File: src/rtl/sfd_pkg.sv
`timescale 1ns / 1ps
`default_nettype none

package sfd_pkg;

  // register map of the configuration port
  localparam int unsigned CfgIdxW = 2;

  typedef enum logic [CfgIdxW-1:0] {
    CFG_HEADER  = 2'd0,
    CFG_MIN_LEN = 2'd1,
    CFG_MAX_LEN = 2'd2
  } cfg_idx_e;

  localparam int unsigned CfgDataW = 32;
  localparam int unsigned TotLenW  = 10;

  // register reset values
  localparam logic [31:0]        HeaderReset = 32'h4843_5A4E;
  localparam logic [TotLenW-1:0] MinLenReset = 10'd8;
  localparam logic [TotLenW-1:0] MaxLenReset = 10'd632;

  // header, length field and checksum field together
  localparam logic [15:0] FrameOverhead = 16'd8;
  // bytes in the hunting window
  localparam int unsigned HuntBytes = 4;

  typedef enum logic [1:0] {
    PH_HUNT = 2'd0,
    PH_LEN  = 2'd1,
    PH_DATA = 2'd2,
    PH_SUM  = 2'd3
  } phase_e;

  typedef enum logic [1:0] {
    KIND_DATA    = 2'd0,
    KIND_GOOD    = 2'd1,
    KIND_SUM_ERR = 2'd2,
    KIND_LEN_ERR = 2'd3
  } kind_e;

  typedef struct packed {
    logic [31:0]        header_pattern;
    logic [TotLenW-1:0] min_total_length;
    logic [TotLenW-1:0] max_total_length;
  } cfg_t;

endpackage

`default_nettype wire

File: src/rtl/sfd_cfg_regs.sv
`timescale 1ns / 1ps
`default_nettype none

module sfd_cfg_regs
  import sfd_pkg::*;
(
  input  wire logic                clk_i,
  input  wire logic                rst_ni,
  input  wire logic                cfg_valid_i,
  output logic                     cfg_ready_o,
  input  wire logic [CfgIdxW-1:0]  cfg_index_i,
  input  wire logic [CfgDataW-1:0] cfg_data_i,
  output cfg_t                     cfg_o
);

  cfg_t cfg_q;
  cfg_t cfg_d;

  // writes are always taken
  assign cfg_ready_o = 1'b1;

  // decode of the register index; unknown indexes are dropped
  always_comb begin
    cfg_d = cfg_q;
    if (cfg_valid_i) begin
      case (cfg_idx_e'(cfg_index_i))
        CFG_HEADER:  cfg_d.header_pattern   = cfg_data_i;
        CFG_MIN_LEN: cfg_d.min_total_length = cfg_data_i[TotLenW-1:0];
        CFG_MAX_LEN: cfg_d.max_total_length = cfg_data_i[TotLenW-1:0];
        default:     cfg_d = cfg_q;
      endcase
    end
  end

  always_ff @(posedge clk_i or negedge rst_ni) begin
    if (!rst_ni) begin
      cfg_q.header_pattern   <= HeaderReset;
      cfg_q.min_total_length <= MinLenReset;
      cfg_q.max_total_length <= MaxLenReset;
    end else begin
      cfg_q <= cfg_d;
    end
  end

  assign cfg_o = cfg_q;

endmodule

`default_nettype wire

File: src/rtl/sfd_parser.sv
`timescale 1ns / 1ps
`default_nettype none

module sfd_parser
  import sfd_pkg::*;
#(
  parameter int unsigned LEN_BITS = 10
) (
  input  wire logic                clk_i,
  input  wire logic                rst_ni,
  input  wire cfg_t                cfg_i,
  input  wire logic                advance_i,
  input  wire logic [7:0]          byte_i,
  output logic                     res_valid_o,
  output kind_e                    res_kind_o,
  output logic [7:0]               res_byte_o,
  output logic [LEN_BITS-1:0]      res_len_o
);

  localparam logic [LEN_BITS-1:0] HuntFull = LEN_BITS'(HuntBytes);

  phase_e              phase_q, phase_d;
  logic [31:0]         win_q, win_d;
  logic [LEN_BITS-1:0] cnt_q, cnt_d;
  logic [LEN_BITS-1:0] plen_q, plen_d;
  logic [15:0]         sum_q, sum_d;
  logic [7:0]          hold_q, hold_d;

  logic [31:0]         win_shift;
  logic [LEN_BITS-1:0] cnt_hunt;
  logic [LEN_BITS-1:0] cnt_inc;
  logic [15:0]         field_val;
  logic [15:0]         sum_add;
  logic [15:0]         win_sum;
  logic [LEN_BITS-1:0] plen_new;
  logic                len_bad;

  // shared datapath terms
  always_comb begin
    win_shift = {win_q[23:0], byte_i};
    cnt_hunt  = (cnt_q < HuntFull) ? cnt_q + 1'b1 : cnt_q;
    cnt_inc   = cnt_q + 1'b1;
    field_val = {byte_i, hold_q};
    sum_add   = sum_q + 16'(byte_i);
    win_sum   = 16'(win_shift[31:24]) + 16'(win_shift[23:16])
              + 16'(win_shift[15:8]) + 16'(win_shift[7:0]);
    plen_new  = LEN_BITS'(field_val - FrameOverhead);
    len_bad   = (field_val < FrameOverhead)
             || (field_val < 16'(cfg_i.min_total_length))
             || (field_val > 16'(cfg_i.max_total_length));
  end

  // next state
  always_comb begin
    phase_d = phase_q;
    win_d   = win_q;
    cnt_d   = cnt_q;
    plen_d  = plen_q;
    sum_d   = sum_q;
    hold_d  = hold_q;
    case (phase_q)
      PH_HUNT: begin
        win_d = win_shift;
        cnt_d = cnt_hunt;
        if (cnt_hunt >= HuntFull && win_shift == cfg_i.header_pattern) begin
          sum_d   = win_sum;
          cnt_d   = '0;
          phase_d = PH_LEN;
        end
      end
      PH_LEN: begin
        sum_d = sum_add;
        if (cnt_q == '0) begin
          hold_d = byte_i;
          cnt_d  = LEN_BITS'(1);
        end else if (len_bad) begin
          phase_d = PH_HUNT;
          win_d   = '0;
          cnt_d   = '0;
        end else begin
          plen_d  = plen_new;
          cnt_d   = '0;
          phase_d = (plen_new == '0) ? PH_SUM : PH_DATA;
        end
      end
      PH_DATA: begin
        sum_d = sum_add;
        cnt_d = cnt_inc;
        if (cnt_inc == plen_q) begin
          cnt_d   = '0;
          phase_d = PH_SUM;
        end
      end
      PH_SUM: begin
        if (cnt_q == '0) begin
          hold_d = byte_i;
          cnt_d  = LEN_BITS'(1);
        end else begin
          phase_d = PH_HUNT;
          win_d   = '0;
          cnt_d   = '0;
        end
      end
      default: phase_d = PH_HUNT;
    endcase
  end

  // result for the byte under work
  always_comb begin
    res_valid_o = 1'b0;
    res_kind_o  = KIND_DATA;
    res_byte_o  = '0;
    res_len_o   = '0;
    case (phase_q)
      PH_LEN: begin
        if (cnt_q != '0 && len_bad) begin
          res_valid_o = 1'b1;
          res_kind_o  = KIND_LEN_ERR;
        end
      end
      PH_DATA: begin
        res_valid_o = 1'b1;
        res_kind_o  = KIND_DATA;
        res_byte_o  = byte_i;
      end
      PH_SUM: begin
        if (cnt_q != '0) begin
          res_valid_o = 1'b1;
          res_kind_o  = (field_val == sum_q) ? KIND_GOOD : KIND_SUM_ERR;
          res_len_o   = plen_q;
        end
      end
      default: res_valid_o = 1'b0;
    endcase
  end

  // frame state, updated once per transaction
  always_ff @(posedge clk_i or negedge rst_ni) begin
    if (!rst_ni) begin
      phase_q <= PH_HUNT;
      win_q   <= '0;
      cnt_q   <= '0;
      plen_q  <= '0;
      sum_q   <= '0;
      hold_q  <= '0;
    end else if (advance_i) begin
      phase_q <= phase_d;
      win_q   <= win_d;
      cnt_q   <= cnt_d;
      plen_q  <= plen_d;
      sum_q   <= sum_d;
      hold_q  <= hold_d;
    end
  end

  // hunting count saturates at the window size
  assert property (@(posedge clk_i) disable iff (!rst_ni)
    phase_q == PH_HUNT |-> cnt_q <= HuntFull)
    else $error("hunt count beyond window size");

  // payload position stays below the payload length
  assert property (@(posedge clk_i) disable iff (!rst_ni)
    phase_q == PH_DATA |-> cnt_q < plen_q)
    else $error("payload position overran length");

  // a status result always sends the parser back to hunting
  assert property (@(posedge clk_i) disable iff (!rst_ni)
    advance_i && res_valid_o && res_kind_o != KIND_DATA |=> phase_q == PH_HUNT)
    else $error("status result without return to hunt");

endmodule

`default_nettype wire

File: src/rtl/sfd_out_reg.sv
`timescale 1ns / 1ps
`default_nettype none

module sfd_out_reg
  import sfd_pkg::*;
#(
  parameter int unsigned LEN_BITS = 10
) (
  input  wire logic                clk_i,
  input  wire logic                rst_ni,
  input  wire logic                push_i,
  input  wire kind_e               kind_i,
  input  wire logic [7:0]          byte_i,
  input  wire logic [LEN_BITS-1:0] len_i,
  output logic                     free_o,
  output logic                     out_valid_o,
  input  wire logic                out_stall_i,
  output logic [1:0]               out_kind_o,
  output logic [7:0]               out_payload_byte_o,
  output logic [LEN_BITS-1:0]      out_payload_len_o
);

  logic                valid_q;
  kind_e               kind_q;
  logic [7:0]          byte_q;
  logic [LEN_BITS-1:0] len_q;

  // room when empty or when the held result leaves this cycle
  assign free_o = !valid_q || !out_stall_i;

  always_ff @(posedge clk_i or negedge rst_ni) begin
    if (!rst_ni) begin
      valid_q <= 1'b0;
    end else if (free_o) begin
      valid_q <= push_i;
    end
  end

  // payload holds without reset
  always_ff @(posedge clk_i) begin
    if (push_i && free_o) begin
      kind_q <= kind_i;
      byte_q <= byte_i;
      len_q  <= len_i;
    end
  end

  assign out_valid_o        = valid_q;
  assign out_kind_o         = kind_q;
  assign out_payload_byte_o = byte_q;
  assign out_payload_len_o  = len_q;

  // no result is loaded over one that is still stalled
  assert property (@(posedge clk_i) disable iff (!rst_ni)
    push_i |-> free_o)
    else $error("result pushed into full output register");

  // a payload byte result never carries a length
  assert property (@(posedge clk_i) disable iff (!rst_ni)
    valid_q && kind_q == KIND_DATA |-> len_q == '0)
    else $error("payload byte with nonzero length");

endmodule

`default_nettype wire

File: src/rtl/serial_frame_deframer_core.sv
`timescale 1ns / 1ps
`default_nettype none

// Frame recovery from a received byte stream.
// Input channel: in_valid_i / in_stall_o with rx_byte_i, one byte per transaction.
// Output channel: out_valid_o / out_stall_i with kind, payload byte and payload
// length. A payload byte gives one result; a frame ends with a good or checksum
// error status, and a bad length field gives a length error status.
// Config channel: cfg_valid_i / cfg_ready_o, index 0 header pattern, 1 minimum
// and 2 maximum total length; ready is always high. Write only while idle.
// Throughput: one byte per cycle unless a result waits on a stalled output, set by
// the frame state update between the input register and the output register.
// A taken byte is registered at the input, and its result in the output register.
// Reset puts the block in header hunting with an empty window and loads the
// register reset values. A stalled output holds its result; the byte in the
// input register then waits only if it makes a result, and the input stalls.
module serial_frame_deframer_core
  import sfd_pkg::*;
#(
  parameter int unsigned LEN_BITS = 10
) (
  input  wire logic                clk_i,
  input  wire logic                rst_ni,
  input  wire logic                cfg_valid_i,
  output logic                     cfg_ready_o,
  input  wire logic [CfgIdxW-1:0]  cfg_index_i,
  input  wire logic [CfgDataW-1:0] cfg_data_i,
  input  wire logic                in_valid_i,
  output logic                     in_stall_o,
  input  wire logic [7:0]          rx_byte_i,
  output logic                     out_valid_o,
  input  wire logic                out_stall_i,
  output logic [1:0]               kind_o,
  output logic [7:0]               payload_byte_o,
  output logic [LEN_BITS-1:0]      payload_len_o
);

  cfg_t                cfg;
  logic                in_valid_q;
  logic [7:0]          in_byte_q;
  logic                advance;
  logic                out_free;
  logic                res_valid;
  kind_e               res_kind;
  logic [7:0]          res_byte;
  logic [LEN_BITS-1:0] res_len;

  sfd_cfg_regs u_cfg (
    .clk_i       (clk_i),
    .rst_ni      (rst_ni),
    .cfg_valid_i (cfg_valid_i),
    .cfg_ready_o (cfg_ready_o),
    .cfg_index_i (cfg_index_i),
    .cfg_data_i  (cfg_data_i),
    .cfg_o       (cfg)
  );

  // the held byte moves on unless its result finds the output full
  assign advance    = in_valid_q && (!res_valid || out_free);
  assign in_stall_o = in_valid_q && !advance;

  // input register
  always_ff @(posedge clk_i or negedge rst_ni) begin
    if (!rst_ni) begin
      in_valid_q <= 1'b0;
    end else if (!in_stall_o) begin
      in_valid_q <= in_valid_i;
    end
  end

  always_ff @(posedge clk_i) begin
    if (in_valid_i && !in_stall_o) begin
      in_byte_q <= rx_byte_i;
    end
  end

  sfd_parser #(
    .LEN_BITS (LEN_BITS)
  ) u_parser (
    .clk_i       (clk_i),
    .rst_ni      (rst_ni),
    .cfg_i       (cfg),
    .advance_i   (advance),
    .byte_i      (in_byte_q),
    .res_valid_o (res_valid),
    .res_kind_o  (res_kind),
    .res_byte_o  (res_byte),
    .res_len_o   (res_len)
  );

  sfd_out_reg #(
    .LEN_BITS (LEN_BITS)
  ) u_out (
    .clk_i              (clk_i),
    .rst_ni             (rst_ni),
    .push_i             (advance && res_valid),
    .kind_i             (res_kind),
    .byte_i             (res_byte),
    .len_i              (res_len),
    .free_o             (out_free),
    .out_valid_o        (out_valid_o),
    .out_stall_i        (out_stall_i),
    .out_kind_o         (kind_o),
    .out_payload_byte_o (payload_byte_o),
    .out_payload_len_o  (payload_len_o)
  );

  // stall only ever comes from a held byte
  assert property (@(posedge clk_i) disable iff (!rst_ni)
    in_stall_o |-> in_valid_q && res_valid && out_valid_o && out_stall_i)
    else $error("input stalled without a blocked result");

endmodule

`default_nettype wire

File: config.mk
export PLATFORM = sky130hd
export DESIGN_NAME = serial_frame_deframer_core
export DESIGN_NICKNAME = d
export VERILOG_FILES = /design/src/rtl/sfd_pkg.sv /design/src/rtl/sfd_cfg_regs.sv /design/src/rtl/sfd_parser.sv /design/src/rtl/sfd_out_reg.sv /design/src/rtl/serial_frame_deframer_core.sv
export SDC_FILE = /design/constraint.sdc
export NUM_CORES = 1
export LEC_CHECK = 0
export BUFFER_PORTS_ARGS = -buffer_cell sky130_fd_sc_hd__buf_4
export CORE_UTILIZATION = 45
export DETAILED_ROUTE_END_ITERATION = 7
export HOLD_SLACK_MARGIN = 0.02
export PLACE_DENSITY = 0.74
export SLEW_MARGIN = 20
export SYNTH_ARGS = -nofsm -noshare
export SYNTH_HDL_FRONTEND = slang
export SYNTH_HIERARCHICAL = 1
export SYNTH_SLANG_ARGS = --single-unit
File: constraint.sdc
create_clock -name clk_i -period 6.65 [get_ports clk_i]
set_input_delay 0.9975 -clock clk_i [delete_from_list [all_inputs] [get_ports clk_i]]
set_output_delay 0.9975 -clock clk_i [all_outputs]
set_load 0.01 [all_outputs]
# After elaboration in Yosys (flattened, before gate mapping)
# Cells that the tools add are included.
word_totals:
  ff_bits: 152
  out_inout_bits: 23
classes:
  add_sub_neg: 6
  n_lt_le_gt_ge: 5
  n_eq_ne: 13
  n_mux: 25
  n_bitwise: 2
  n_reduce_logical: 34
op_table:
  columns: ["op", "n"]
  rows:
  - ["two-way mux 24 bit", 3]
  - ["one-hot mux 24 bit (3 select lines)", 1]
  - ["adder 16 x 8 -> 16 bit", 2]
  - ["equality test 32 bit", 1]
  - ["one-hot mux 16 bit (2 select lines)", 1]
  - ["two-way mux 10 bit", 3]
  - ["one-hot mux 10 bit (3 select lines)", 1]
  - ["zero test 10 bit", 2]
  - ["equality test 16 bit", 1]
  - ["greater-than comparator 16 x 10 -> 1 bit", 1]
  - ["< comparator 16 x 10 -> 1 bit", 1]
  - ["< comparator 16 x 4 -> 1 bit, second input constant", 1]
  - ["two-way mux 16 bit", 1]
  - ["two-way mux 2 bit", 8]
  - ["adder 10 x 1 -> 10 bit, second input constant", 1]
  - ["adder 9 x 8 -> 10 bit", 1]
  - ["equality test 10 bit", 1]
  - [">= comparator 10 x 3 -> 1 bit, second input constant", 1]
  - ["< comparator 10 x 3 -> 1 bit, second input constant", 1]
  - ["AND reduction 5 bit", 2]
  - ["nonzero test 10 bit", 1]
  - ["subtractor 10 x 4 -> 10 bit, second input constant", 1]
  - ["adder 8 x 8 -> 9 bit", 1]
  - ["one-hot mux 2 bit (4 select lines)", 1]
  - ["18 further kinds", 47]

# Longest topological paths before layout
# Gate-level depths: netlist of run 1.
depth:
  ltp_word: 13
  mapped_depth: 16
  depth_no_buf: 15

# Cells and area by module
# The synthesis of run 1 kept the hierarchy.
by_module_without_submodules:
  columns: ["mod", "instances", "cells_per_inst", "area_per_inst_um2", "seq_area_each_um2"]
  rows:
  - ["sfd_parser", 1, 693, 6103.4, 1751.7]
  - ["sfd_cfg_regs", 1, 114, 1999.4, 1325.0]
  - ["sfd_out_reg", 1, 24, 648.1, 625.6]
  - ["serial_frame_deframer_core", 1, 17, 320.3, 265.3]

# Worst setup path before layout of run 1
# Ideal clock, no wire load.
synth_path:
  path_type: "register to register"
  start: "register in_byte_q[1]"
  end: "register u_parser.sum_q[8]"
  arrival_time_ns: 3.362
  slack_ns: 3.166
  stages_incl_launch_ff: 14
  n_path_buf: 1
  synth_period_minus_slack_ns: 3.484
  cell_sequence: "edfxtp_1 -> clkbuf_1 -> inv_1 -> fa_1 -> fa_1 -> inv_1 -> ha_1 -> a21o_1 -> a21oi_1 -> o21ai_1 -> o41ai_1 -> xnor2_1 -> mux2_2 -> o22a_1"
synth_via:
  elab_chain_cells: 10
synth_lines:
  columns: ["element", "line_no", "rtl"]
  rows:
  - ["start, declared", "serial_frame_deframer_core.sv:40", "logic [7:0] in_byte_q;"]
  - ["start signal, assigned", "serial_frame_deframer_core.sv:73", "in_byte_q <= rx_byte_i;"]
  - ["< comparator 16 x 4 -> 1 bit / < comparator 16 x 10 -> 1 bit (equally long branches)", "sfd_parser.sv:48, sfd_parser.sv:49", null]
  - ["logical OR 1 bit", "sfd_parser.sv:49", "|| (field_val < 16'(cfg_i.min_total_length))"]
  - ["logical OR 1 bit", "sfd_parser.sv:50", "|| (field_val > 16'(cfg_i.max_total_length));"]
  - ["logical AND 1 bit", "sfd_parser.sv:116", "if (cnt_q != '0 && len_bad) begin"]
  - ["two-way mux 1 bit", "sfd_parser.sv:116", null]
  - ["one-hot mux 1 bit (3 select lines)", "sfd_parser.sv:114", "case (phase_q)"]
  - ["zero test 1 bit", "serial_frame_deframer_core.sv:59", "assign advance = in_valid_q && (!res_valid || out_free);"]
  - ["logical OR 1 bit", "serial_frame_deframer_core.sv:59", null]
  - ["logical AND 1 bit", "serial_frame_deframer_core.sv:59", null]
  - ["AND reduction 3 bit (no line)", null, null]
  - ["end signal, assigned", "sfd_parser.sv:151", "sum_q <= sum_d;"]
  - ["end, declared", "sfd_parser.sv:26", "logic [15:0] sum_q, sum_d;"]
# Parallel ways exist; a longest one is shown, timed or not. The select of a mux whose other input is x is not followed.
# A chain may end at the register's enable or synchronous reset.

# Final worst setup path of run 1
layout_path:
  start: "register in_byte_q[0]"
  end: "output in_stall_o"
layout_via:
  elab_chain_cells: 11
layout_lines:
  columns: ["element", "line_no", "rtl"]
  rows:
  - ["< comparator 16 x 4 -> 1 bit / < comparator 16 x 10 -> 1 bit (equally long branches)", "sfd_parser.sv:48, sfd_parser.sv:49", null]
  - ["logical OR 1 bit", "sfd_parser.sv:49", null]
  - ["logical OR 1 bit *", "sfd_parser.sv:50", null]
  - ["logical AND 1 bit *", "sfd_parser.sv:116", null]
  - ["two-way mux 1 bit *", "sfd_parser.sv:116", null]
  - ["one-hot mux 1 bit (3 select lines) *", "sfd_parser.sv:114", null]
  - ["named net res_valid", "serial_frame_deframer_core.sv:43", "logic res_valid;"]
  - ["zero test 1 bit *", "serial_frame_deframer_core.sv:59", null]
  - ["logical OR 1 bit *", "serial_frame_deframer_core.sv:59", null]
  - ["logical AND 1 bit *", "serial_frame_deframer_core.sv:59", null]
  - ["zero test 1 bit *", "serial_frame_deframer_core.sv:60", "assign in_stall_o = in_valid_q && !advance;"]
  - ["logical AND 1 bit *", "serial_frame_deframer_core.sv:60", null]
  - ["end, declared", "serial_frame_deframer_core.sv:29", "output logic in_stall_o,"]
# The timed path passes the listed nets; every way through them passes the cells marked *.

==> summary.md, run 1 <==
| Metric | Value |
|---|---|
| Tcrit/Tclk final | 62.2% |
| Synthesized netlist cell count | 848 |
| Wire per inst | roughly 18 um |
| Proportion of layout cells with a drive suffix above 1 | between 20% and 30% |
| Vias per cell | 5.48 |
| Global-route wire length before repair | about 35 mm |
| RSZ-0062 raised after global routing | no |
| Core area | slightly below 20,000 um^2 |
| Worst Setup End Kind | primary output |
| Total Power | approximately 3.2 mW |
| Yosys warns | 6 |
| Post-DP HPWL | 15.3 mm |
| CP required | ~5.7 ns |
| Worst skew pair latency | roughly 0.43 ns |
| Design Area, Final | around 10,000 um^2 |
| Fmax | between 0.2 and 0.25 GHz |
| Layout Area Growth over Synthesis | 13.9% |
| Pin count of the biggest net entering global routing | 75 |
| Final Critical Period | 4.14 ns |
| Vert. Die Dim | 144 um |
| Fill cells | around 1,700 |
| CTS Sinks | approximately 150 |
| Syn_area_per_cell | roughly 11 um^2 |
| Post-Syn Area | a little over 9000 um^2 |
| Cell Pwr Density | between 300 and 400 nW/um^2 |
| Antenna-violating nets left | 0 |
| Number of buffers added on ports | a little under 70 |
| Main flop type after synthesis | dfrtp_1 |
| Hold Crit Class | flop to flop |
| Post-route insts no fill | approximately 1,200 |
| Reg clk slew, reported paths | around 0.06 ns |
| Multi-input gate area in the final layout | 4660 um^2 |
| GPL Wtd Cong | 0.903 |
| Leak | around 4.6 nW |
| # IOs | 70 |
| EDFF count, synth | 28 |
| Worst path arrival time | approximately 3.1 ns |
| TritonRoute pass-1 iters | 5 |
| Vias | around 6,500 |
| Final Skew | roughly 0.018 ns |
| Sw frac | a little over a third |
| DRC violations left | 0 |
| Fin. Hold Viols | 0 |
| Root Buffer | clkbuf_16 |
| Final setup violation count | 0 |
| Post-cts hold buffer count | 0 |
| Ant. Diodes | 0 |
| Sequential cell area fraction in the yosys report | between 40% and 50% |
| Critical path startpoint category | flop |
| Setup TNS | 0 ns |
| Clk buf depth | 2 |
| 1st-iter DRT viols | ~490 |
| Total wire length | approximately 21 mm |
| Site Rows | 51 |
| Sequential Power Share | a little under two fifths |
| Tightest Pin Transition | approximately 1 ns |
| Async SR Flop Fraction | between 80 and 90% |
| Placed cell count | around 1,100 |
| Pint | 2.06 mW |
| Setup bufs post-CTS | 0 |
| GRT Total Usage | ~22% |
| Hold slack final | approximately 0.50 ns |
| H-tree depth | 4 |
| Grt ovf | 0 |
| NetSw | 1.10 mW |
| Max-slew headroom | 32.7% |
| Library cells used by synthesis | 70 |
| FF+latch count, synth | 152 |
| Num CTS Buffers | 17 |
| Crit-path max FO | 13 |
| R2R depth | 15 |
| Combinational power share | 32.7% |
| Max cap viols | 0 |
| Nets | 1,009 |
| Syn_nets | about 960 |
| CTS tree | done |
| WS Path Type | flop to primary output |
| Vias in the first global route | around 6,500 |
| Max-slew violation count | 0 |
| Status | completed |
| Initial Utilization | 46.3% |
| Post-CTS sizing | 0 |
| Flip-flop and latch area | roughly 4000 um^2 |
| Die Area | approximately 21,000 um^2 |
| Max VDD drop | approximately 170 uV |
| Hold depth | 1 |
| Die W | roughly 140 um |
| Placed Area | about 9800 um^2 |
| Initial antenna violation count | 0 |
| Clock network power share | slightly below 30% |
[synthesized netlist by cell type, types with 19 or more instances]
library cell  instances  area (um^2)
dfrtp_1             105         2630
nand2_1              70          263
inv_1                63          236
xor2_1               54          473
mux2_2               51          574
ha_1                 43          538
nor2_1               31          116
o21ai_1              29          145
edfxtp_1             28          841
clkbuf_1             26         97.6
nor2b_1              23          144
nor4_1               23          144
o21ai_0              23          115
xnor2_1              23          201
mux2_1               20          225
a21oi_1              19         95.1
dfstp_2              19          499
[placed cells by master (no fill, tap or decap), types with 3 or more instances in the layout]
cell type,count
a211oi_1,7
a21o_1,4
a21oi_1,19
a22o_1,3
a31oi_1,5
and2_1,12
and3_1,16
buf_4,75
clkbuf_16,17
clkinvlp_4,5
dfrtp_1,105
dfstp_2,19
edfxtp_1,28
fa_1,17
ha_1,43
inv_1,63
inv_6,4
mux2_1,20
mux2_2,51
mux2i_1,14
nand2_1,70
nand2b_1,3
nand3_1,12
nand3b_1,7
nand4_1,10
nor2_1,31
nor2b_1,23
nor3_1,13
nor3b_1,3
nor4_1,23
o211ai_1,7
o21a_1,7
o21ai_0,23
o21ai_1,29
o31ai_1,4
or4_1,3
xnor2_1,23
xor2_1,54
[worst paths after layout]
kind	from	endpoint	slack, ns
min	u_cfg/cfg_o[19]$_DFFE_PN0P_	u_cfg/cfg_o[19]$_DFFE_PN0P_	0.50
max	in_byte_q[0]$_DFFE_PP_	in_stall_o	2.51
max in group asynchronous	rst_ni	u_parser/cnt_q[5]$_DFFE_PN0P_	4.73
min reg2reg	u_cfg/cfg_o[19]$_DFFE_PN0P_	u_cfg/cfg_o[19]$_DFFE_PN0P_	0.50
min in group asynchronous	rst_ni	u_cfg/cfg_o[24]$_DFFE_PN0P_	0.70
max reg2reg	in_byte_q[0]$_DFFE_PP_	u_parser/sum_q[14]$_DFFE_PN0P_	2.65
[layout make-up]
cell class                      count  area share, %
Sequential cell                   152           38.4
Tap cell                          265           3.21
Clock inverter                     14           1.33
Timing Repair Buffer               75           5.45
Clock buffer                       18           4.16
Multi-Input combinational cell    593           45.1
Inverter                           63           2.29
[per-stage QoR]
stage	setup WS, ns	utilization, %
final	2.51	52.7
after global routing	2.31	52.7
after CTS	2.52	52.7
after detailed placement	2.68	49.8
after global placement	2.83	49.8
after floorplan	3.17	-
[power groups by stage]
stage | Sequential (mW) | Combinational [mW] | Clock (mW)
2_1_floorplan | 1.16 | 0.792 | 0
3_5_place_dp | 1.21 | 1.01 | 0
4_1_cts | 1.19 | 1.03 | 0.960
5_1_grt | 1.21 | 1.16 | 1.00
3_3_place_gp | 1.20 | 0.980 | 0
6_report | 1.19 | 1.03 | 0.939
[cell families after synthesis]
logic type / synth area share, %
AND/OR/NAND/NOR: 14.2
buffers and inverters: 4.86
multiplexers: 10.4
AO/OA/AOI/OAI: 9.71
XOR/XNOR: 7.43
adder cells (fa/ha/maj): 9.68
flip-flops: 43.7
other: 0.0413
[critical path, stage by stage, from the launching register on]
cell	delay, ns
edfxtp_1	0.74
ha_1	0.30
a211oi_1	0.09
o21ai_1	0.11
nor2_1	0.06
a211o_1	0.36
a31oi_2	0.23
nand2_1	0.14
a21oi_1	0.33
nand3b_4	0.12
inv_1	0.10
buf_4	0.12
[metal layers]
layer / global-route usage [%] / wire, um / vias up
met5: 0 / 0 / -
met4: 8.45 / 504 / 0
met3: 4.40 / 1120 / 37
met2: 35.5 / 9570 / 208
met1: 30.1 / 9720 / 3132
li1: - / - / 3091
[state kept, by name (all words and copies together), names as in the netlist, 2 cells and up, named ones only]
register                  count
in_byte_q                     8
u_parser/plen_q              10
u_parser/hold_q               8
u_out/out_payload_byte_o      8
u_parser/win_q               24
u_cfg/cfg_o                  52
u_out/out_payload_len_o      10
u_parser/sum_q               16
u_out/out_kind_o              2
u_parser/cnt_q               10
Power figures use the tool's default switching activity.
==> run 2, diff against run 1 <==
--- a/config.mk
+++ b/config.mk
@@ -9,7 +9,7 @@
 export CORE_UTILIZATION = 45
 export DETAILED_ROUTE_END_ITERATION = 7
 export HOLD_SLACK_MARGIN = 0.02
-export PLACE_DENSITY = 0.74
+export PLACE_DENSITY = 0.76
 export SLEW_MARGIN = 20
 export SYNTH_ARGS = -nofsm -noshare
 export SYNTH_HDL_FRONTEND = slang
==> constraint.sdc (replaced) <==
create_clock -name clk_i -period 3.79 [get_ports clk_i]
set_input_delay 0.5685 -clock clk_i [delete_from_list [all_inputs] [get_ports clk_i]]
set_output_delay 0.5685 -clock clk_i [all_outputs]
set_load 0.01 [all_outputs]
==> run 2 against run 1 <==
  * Non-clock buffer count increased by 23
  * Wire length rose by 2.1%
  * Clock-buffer cell count is 5 higher
  * Sequential share of layout area shrank 0.74 points
  * Critical path depth up 2
  * Worst hold slack worse by 0.29 ns
  * Largest power group unchanged
  * Final cell count is 1.9% higher
  * Register-to-register slack lost 2.5 ns
  * Core utilization rose by 1.0 points
  * Global-route usage down 0.11 points
  * Worst setup slack got worse by 2.3 ns
  * Die area did not move
==> summary.md, run 2 (synthesis results as in run 1) <==
| Metric | Value |
|---|---|
| Status | completed |
| Proportion of layout cells with a drive suffix above 1 | around 22% |
| R2R depth | 13 |
| Met1 Usage GRT | between 20% and 30% |
| CP required | between 4 and 5 ns |
| Max-slew headroom | a little under two fifths |
| Global-route wire length before repair | 34.5 mm |
| Pint | around 3.7 mW |
| Root Buffer | clkbuf_16 |
| Fin. Hold Viols | 0 |
| Sw frac | about 33% |
| Leak | between 4 and 5 nW |
| GPL Wtd Cong | slightly below 0.9 |
| Worst path top cell family by delay | compound AO/OA/AOI/OAI gates |
| Tightest Pin Transition | 0.929 ns |
| Grt ovf | 0 |
| Sequential Power Share | between 30% and 40% |
| Initial antenna violation count | 0 |
| Vias per cell | about 5.5 |
| Layout Area Growth over Synthesis | 16.1% |
| Max VDD drop | 456 uV |
| Initial Utilization | 46.3% |
| Nets | between 1,000 and 1,500 |
| Total wire length | between 20 and 25 mm |
| Flip-flop and latch area | 3970 um^2 |
| CP max-delay cell | dfrtp_1 |
| Number of buffers added on ports | 68 |
| DRC violations left | 0 |
| NetSw | ~1.9 mW |
| Reg clk slew, reported paths | about 0.07 ns |
| Antenna-violating nets left | 0 |
| Worst Setup End Kind | flop |
| H-tree depth | 4 |
| Final Critical Period | 3.60 ns |
| WS Path Type | flop to flop |
| Num CTS Buffers | 17 |
| Worst path arrival time | 3.90 ns |
| R2R Path Start | u_parser/hold_q[7]$_DFFE_PN0P_ |
| Max reg flops | 52 |
| Grt met3 use | around 5.7% |
| Clock network power share | a little under a third |
| Max-slew violation count | 0 |
| GRT Total Usage | between 20% and 30% |
| Post-DP HPWL | 16.0 mm |
| Wire per inst | 17.7 um |
| CTS Sinks | approximately 150 |
| Commonest non-fill, non-tap cell in the layout | dfrtp_1 |
| Hold slack final | 0.211 ns |
| # IOs | 70 |
| 1st-iter DRT viols | slightly below 500 |
| Die Area | a little over 20,000 um^2 |
| Layer with the highest usage | met2 |
| Tcrit/Tclk final | approximately 95% |
| WP buf/inv | 1 |
| CP cell instances | ha_1, o21ai_0, o21ai_1, nor2_1, a211o_1, a31oi_2, nand2_1, a21oi_1, a21boi_1, buf_4, nor2b_1, o21ai_4, mux2_1 |
| Clk buf depth | 2 |
| Site Rows | around 50 |
| Crit-path max FO | 24 |
| Multi-input gate area in the final layout | roughly 4700 um^2 |
| Placed cell count | 1,171 |
| Max cap viols | 0 |
| Final Skew | ~0.0084 ns |
| Ant. Diodes | 0 |
| Reg-to-reg endpoint | u_parser/win_q[0]$_DFFE_PN0P_ |
| R2R setup slack | slightly below 0.2 ns |
| GR met2 Demand/Resource | ~36% |
| Commonest cells after routing, fill and taps aside | dfrtp_1, buf_4, nand2_1, inv_1, xor2_1 |
| Core area | between 15,000 and 20,000 um^2 |
| Crit. Startpoint | u_parser/hold_q[7]$_DFFE_PN0P_ |
| Hold Crit Class | input pin to asynchronous set/reset pin |
| Vert. Die Dim | around 140 um |
| Fill cells | approximately 1,700 |
| Pin count of the biggest net entering global routing | 57 |
| Vias in the first global route | 6,522 |
| Combinational power share | 32.9% |
| Crit-path max cell delay | 0.52 ns |
| RSZ-0062 raised after global routing | no |
| Final setup violation count | 0 |
| CTS tree | done |
| Utilization after layout | 53.8% |
| Post-place setup slack | around 0.23 ns |
| Cell Pwr Density | between 500 and 600 nW/um^2 |
| Die W | approximately 140 um |
| Post-route insts no fill | between 1,000 and 1,500 |
| Critical path startpoint category | flop |
| TritonRoute pass-1 iters | 5 |
| Fmax | 0.278 GHz |
| Vias | 6,568 |
| Setup TNS | 0 ns |
| Worst skew pair latency | between 0.4 and 0.5 ns |
| Final worst slack | slightly below 0.2 ns |
==> run 2: cell count changes in the layout (fill, tap and decap cells not counted), sizes merged <==
cell      before  now
inv           69   66
buf           75   98
clkbuf        18   23
clkinvlp       5    3
==> run 2: repair_timing <==
item | 4_1_cts | 5_1_grt
gates resized for setup | 0 | 1
hold buffers | 0 | 0
setup endpoints to repair | 0 | 1
buffers inserted | 0 | 0
==> run 2: power groups by stage <==
| stage | Clock (mW) | Sequential, mW | Combinational (mW) |
|---|---|---|---|
| 3_3_place_gp | 0 | 2.09 | 1.78 |
| 2_1_floorplan | 0 | 2.03 | 1.39 |
| 4_1_cts | 1.72 | 2.06 | 1.84 |
| 5_1_grt | 1.80 | 2.09 | 2.07 |
| 3_5_place_dp | 0 | 2.09 | 1.82 |
| 6_report | 1.70 | 2.06 | 1.84 |
==> run 2: per-stage QoR <==
stage / total power [mW] / cell area [um^2]
floorplan: 3.42 / 9070
global placement: 3.87 / 9930
detailed placement: 3.91 / 9930
CTS: 5.63 / 10500
global route: 5.96 / 10500
finish: 5.61 / 10500
==> run 2: routing by layer <==
metal | part of all wire (%) | wire, um
met5 | 0 | 0
met4 | 1.3 | 280
met3 | 6.8 | 1460
met1 | 45 | 9700
met2 | 46 | 9920
==> run 2: final cells by class <==
type,instances,share of cell area [%]
clock buffers,23,4.85
inverters,63,2.25
multi-input cells,593,44.3
repair buffers,98,7.02
clock inverters,9,0.796
well taps,265,3.15
flip-flops and latches,152,37.7
==> run 2: worst max-delay path by stage <==
stage	end	slack, ns	cells after the start
4_1_cts	u_parser/sum_q[12]$_DFFE_PN0P_	0.21	16
6_report	u_parser/win_q[0]$_DFFE_PN0P_	0.19	13
3_5_place_dp	u_parser/sum_q[15]$_DFFE_PN0P_	0.23	17
5_1_grt	u_parser/win_q[0]$_DFFE_PN0P_	0.03	13
2_1_floorplan	u_parser/sum_q[8]$_DFFE_PN0P_	0.31	13
3_3_place_gp	u_parser/sum_q[8]$_DFFE_PN0P_	0.36	12
==> run 3, diff against run 2 <==
--- a/config.mk
+++ b/config.mk
@@ -6,6 +6,7 @@
 export NUM_CORES = 1
 export LEC_CHECK = 0
 export BUFFER_PORTS_ARGS = -buffer_cell sky130_fd_sc_hd__buf_4
+export CORE_ASPECT_RATIO = 0.8
 export CORE_UTILIZATION = 45
 export DETAILED_ROUTE_END_ITERATION = 7
 export HOLD_SLACK_MARGIN = 0.02
@@ -13,5 +14,4 @@
 export SLEW_MARGIN = 20
 export SYNTH_ARGS = -nofsm -noshare
 export SYNTH_HDL_FRONTEND = slang
-export SYNTH_HIERARCHICAL = 1
 export SYNTH_SLANG_ARGS = --single-unit
==> run 3 against run 2 <==
  * Combinational power grew to 2.7 times the previous value
  * Area after synthesis is 2.5% higher
  * Highest routed layer unchanged
  * Power is 65% higher
  * Non-clock buffer count is 3 lower
  * First-iteration DRC count is 22% higher
  * Sequential share of layout area is 0.88 points lower
  * Critical path type unchanged
  * Critical endpoint is now u_parser.sum_q[8]$_DFFE_PN0P_
==> summary.md, run 3 <==
| Metric | Value |
|---|---|
| Site Rows | 46 |
| Sw frac | between 40% and 50% |
| Post-route insts no fill | between 1,000 and 1,500 |
| Multi-input gate area in the final layout | just under 5000 um^2 |
| R2R depth | 16 |
| CTS tree | done |
| Final setup violation count | 0 |
| Syn_area_per_cell | 10.8 um^2 |
| Dominant cells by area after synthesis | dfrtp_1, edfxtp_1, mux2_2, ha_1, dfstp_2 |
| Die Area | between 20,000 and 25,000 um^2 |
| Design Area, Final | approximately 11,000 um^2 |
| Fmax | approximately 0.28 GHz |
| Status | completed |
| Cell Pwr Density | 858 nW/um^2 |
| Global-route wire length before repair | about 36 mm |
| Vias per cell | approximately 5.7 |
| Fill cells | 1,739 |
| Pin count of the biggest net entering global routing | slightly above 70 |
| Placed Area | 10,100 um^2 |
| Final Skew | ~0.016 ns |
| Hold Crit Class | input pin to asynchronous set/reset pin |
| Number of buffers added on ports | 68 |
| Sequential Power Share | between 20% and 30% |
| Proportion of layout cells with a drive suffix above 1 | 27.3% |
| Utilization after layout | between 50% and 60% |
| Max cap viols | 0 |
| Combinational power share | roughly 53% |
| Num CTS Buffers | 17 |
| Yosys warns | 0 |
| GRT Total Usage | 22.4% |
| NetSw | 3.91 mW |
| Commonest cells after routing, fill and taps aside | dfrtp_1, buf_4, mux2_2, nand2_1, inv_1 |
| Core area | 20,000 um^2 |
| Wire per inst | 18.6 um |
| Syn_nets | a little under 1,000 |
| Antenna-violating nets left | 0 |
| Die W | between 150 and 200 um |
| Library cells used by synthesis | 75 |
| Max reg flops | 52 |
| Pint | approximately 5.3 mW |
| Post-DP HPWL | ~16 mm |
| Root Buffer | clkbuf_16 |
| Reg-to-reg endpoint | u_parser.sum_q[8]$_DFFE_PN0P_ |
| Hold slack final | ~0.26 ns |
| Vias in the first global route | 6,670 |
| Synth top cells by count | dfrtp_1, mux2_2, inv_1 |
| Tightest Pin Transition | a little over 0.9 ns |
| CP required | between 4 and 5 ns |
| R2R Path Start | u_parser.win_q[9]$_DFFE_PN0P_ |
| Worst path arrival time | 3.92 ns |
| Nets | ~1,000 |
| Post-Syn Area | 9300 um^2 |
| Leak | slightly below 5 nW |
| Max-slew violation count | 0 |
| DRC violations left | 0 |
| Reg clk slew, reported paths | 0.08 ns |
| Tcrit/Tclk final | ~95% |
| Vias | around 7,000 |
| Post-cts hold buffer count | 0 |
| Layout Area Growth over Synthesis | 15.9% |
| TritonRoute pass-1 iters | 5 |
| Async SR Flop Fraction | 81.6% |
| Synthesized netlist cell count | 863 |
| CTS Sinks | approximately 150 |
| Setup TNS | 0 ns |
| WS Path Type | flop to flop |
| Sequential cell area fraction in the yosys report | a little over two fifths |
| Max VDD drop | ~470 uV |
| R2R setup slack | around 0.19 ns |
| Crit-path max FO | 4 |
| Main flop type after synthesis | dfrtp_1 |
| Most frequent cell after synthesis | dfrtp_1 |
| Total wire length | between 20 and 25 mm |
| Worst Setup End Kind | flop |
| Initial Utilization | a little under half |
| Ant. Diodes | 0 |
| FF+latch count, synth | ~150 |
| Critical path startpoint category | flop |
| Max-slew headroom | 38.1% |
| Vert. Die Dim | roughly 130 um |
| EDFF count, synth | 28 |
| Grt ovf | 0 |
| Flip-flop and latch area | 3970 um^2 |
| Synth top area share | approximately 28% |
| H-tree depth | 4 |
| Initial antenna violation count | 0 |
| Worst skew pair latency | around 0.44 ns |
| Worst Setup EP | u_parser.sum_q[8]$_DFFE_PN0P_ |
| Clock network power share | between 15 and 20% |
| 1st-iter DRT viols | 585 |
| # IOs | 70 |
| Clk buf depth | 2 |
| Commonest non-fill, non-tap cell in the layout | dfrtp_1 |
| Fin. Hold Viols | 0 |
| Crit. Startpoint | u_parser.win_q[9]$_DFFE_PN0P_ |
| GPL Wtd Cong | approximately 0.87 |
| Final Critical Period | about 3.6 ns |
| Placed cell count | about 1,200 |
| Post-synth top area cell | dfrtp_1 |
run 3: kinds of logic (layout without fill, tap and decap cells):
kind of cell,count (synthesis),after routing,share of synthesized area (%)
AOI/OAI and AO/OA,152,152,10.8
muxes,92,92,11.6
other,1,1,0.0403
and+or+nand+nor,229,229,13.5
buffers and inverters,94,185,4.68
xor gates and xnor gates,83,83,7.82
adders and majority gates,60,60,8.96
DFF,152,152,42.7
run 3: worst min path at each step:
stage	startpoint	end	depth (start not counted)
6_report	rst_ni	u_cfg.cfg_o[48]$_DFFE_PN0P_	1
5_1_grt	rx_byte_i[4]	in_byte_q[4]$_DFFE_PP_	1
4_1_cts	rst_ni	u_cfg.cfg_o[44]$_DFFE_PN0P_	1
3_5_place_dp	u_cfg.cfg_o[12]$_DFFE_PN0P_	u_cfg.cfg_o[12]$_DFFE_PN0P_	1
3_3_place_gp	u_cfg.cfg_o[17]$_DFFE_PN0P_	u_cfg.cfg_o[17]$_DFFE_PN0P_	1
2_1_floorplan	rst_ni	asynchronous set/reset pin	0
run 3: layer usage:
metal,vias to the layer above,part of all wire (%),global-route usage (%)
met5,-,0,0
met1,3426,46,31.8
li1,3220,-,-
met3,36,6.7,4.07
met4,0,2.3,8.25
met2,236,45,34.5
run 3: what timing repair did:
item	in CTS	in global routing
buffers inserted	0	2
setup endpoints to repair	0	4
gates resized for setup	0	13
run 3: area by class of cell:
class | instances | share of cell area, %
flip-flops and latches | 152 | 36.8
well taps | 264 | 3.06
inverters | 58 | 2.02
multi-input cells | 617 | 45.9
clock inverters | 15 | 1.60
clock buffers | 17 | 3.94
repair buffers | 95 | 6.73
run 3: through the flow:
stage / power, mW / worst slack [ns]
2_1_floorplan: 6.15 / 0.338
6_report: 9.25 / 0.187
3_5_place_dp: 7.30 / 0.0455
4_1_cts: 9.06 / 0.0597
3_3_place_gp: 7.15 / 0.181
5_1_grt: 9.89 / -0.0267
run 3: power groups by stage:
stage	sequential (mW)	combinational, mW	clock (mW)
detailed placement	2.66	4.64	0
CTS	2.63	4.70	1.73
global placement	2.64	4.51	0
global route	2.69	5.40	1.80
floorplan	2.52	3.63	0
finish	2.64	4.90	1.72
run 3: critical path, stage by stage, from the launching register on:
cell	delay, ns
dfrtp_1	0.39
inv_2	0.06
fa_1	0.46
inv_1	0.07
ha_2	0.19
inv_2	0.05
fa_2	0.55
inv_1	0.04
ha_1	0.33
a21o_1	0.15
a21oi_1	0.10
o21ai_0	0.26
nor2b_1	0.07
or2_4	0.24
xor2_1	0.16
o22a_1	0.16
o22a_1	0.19
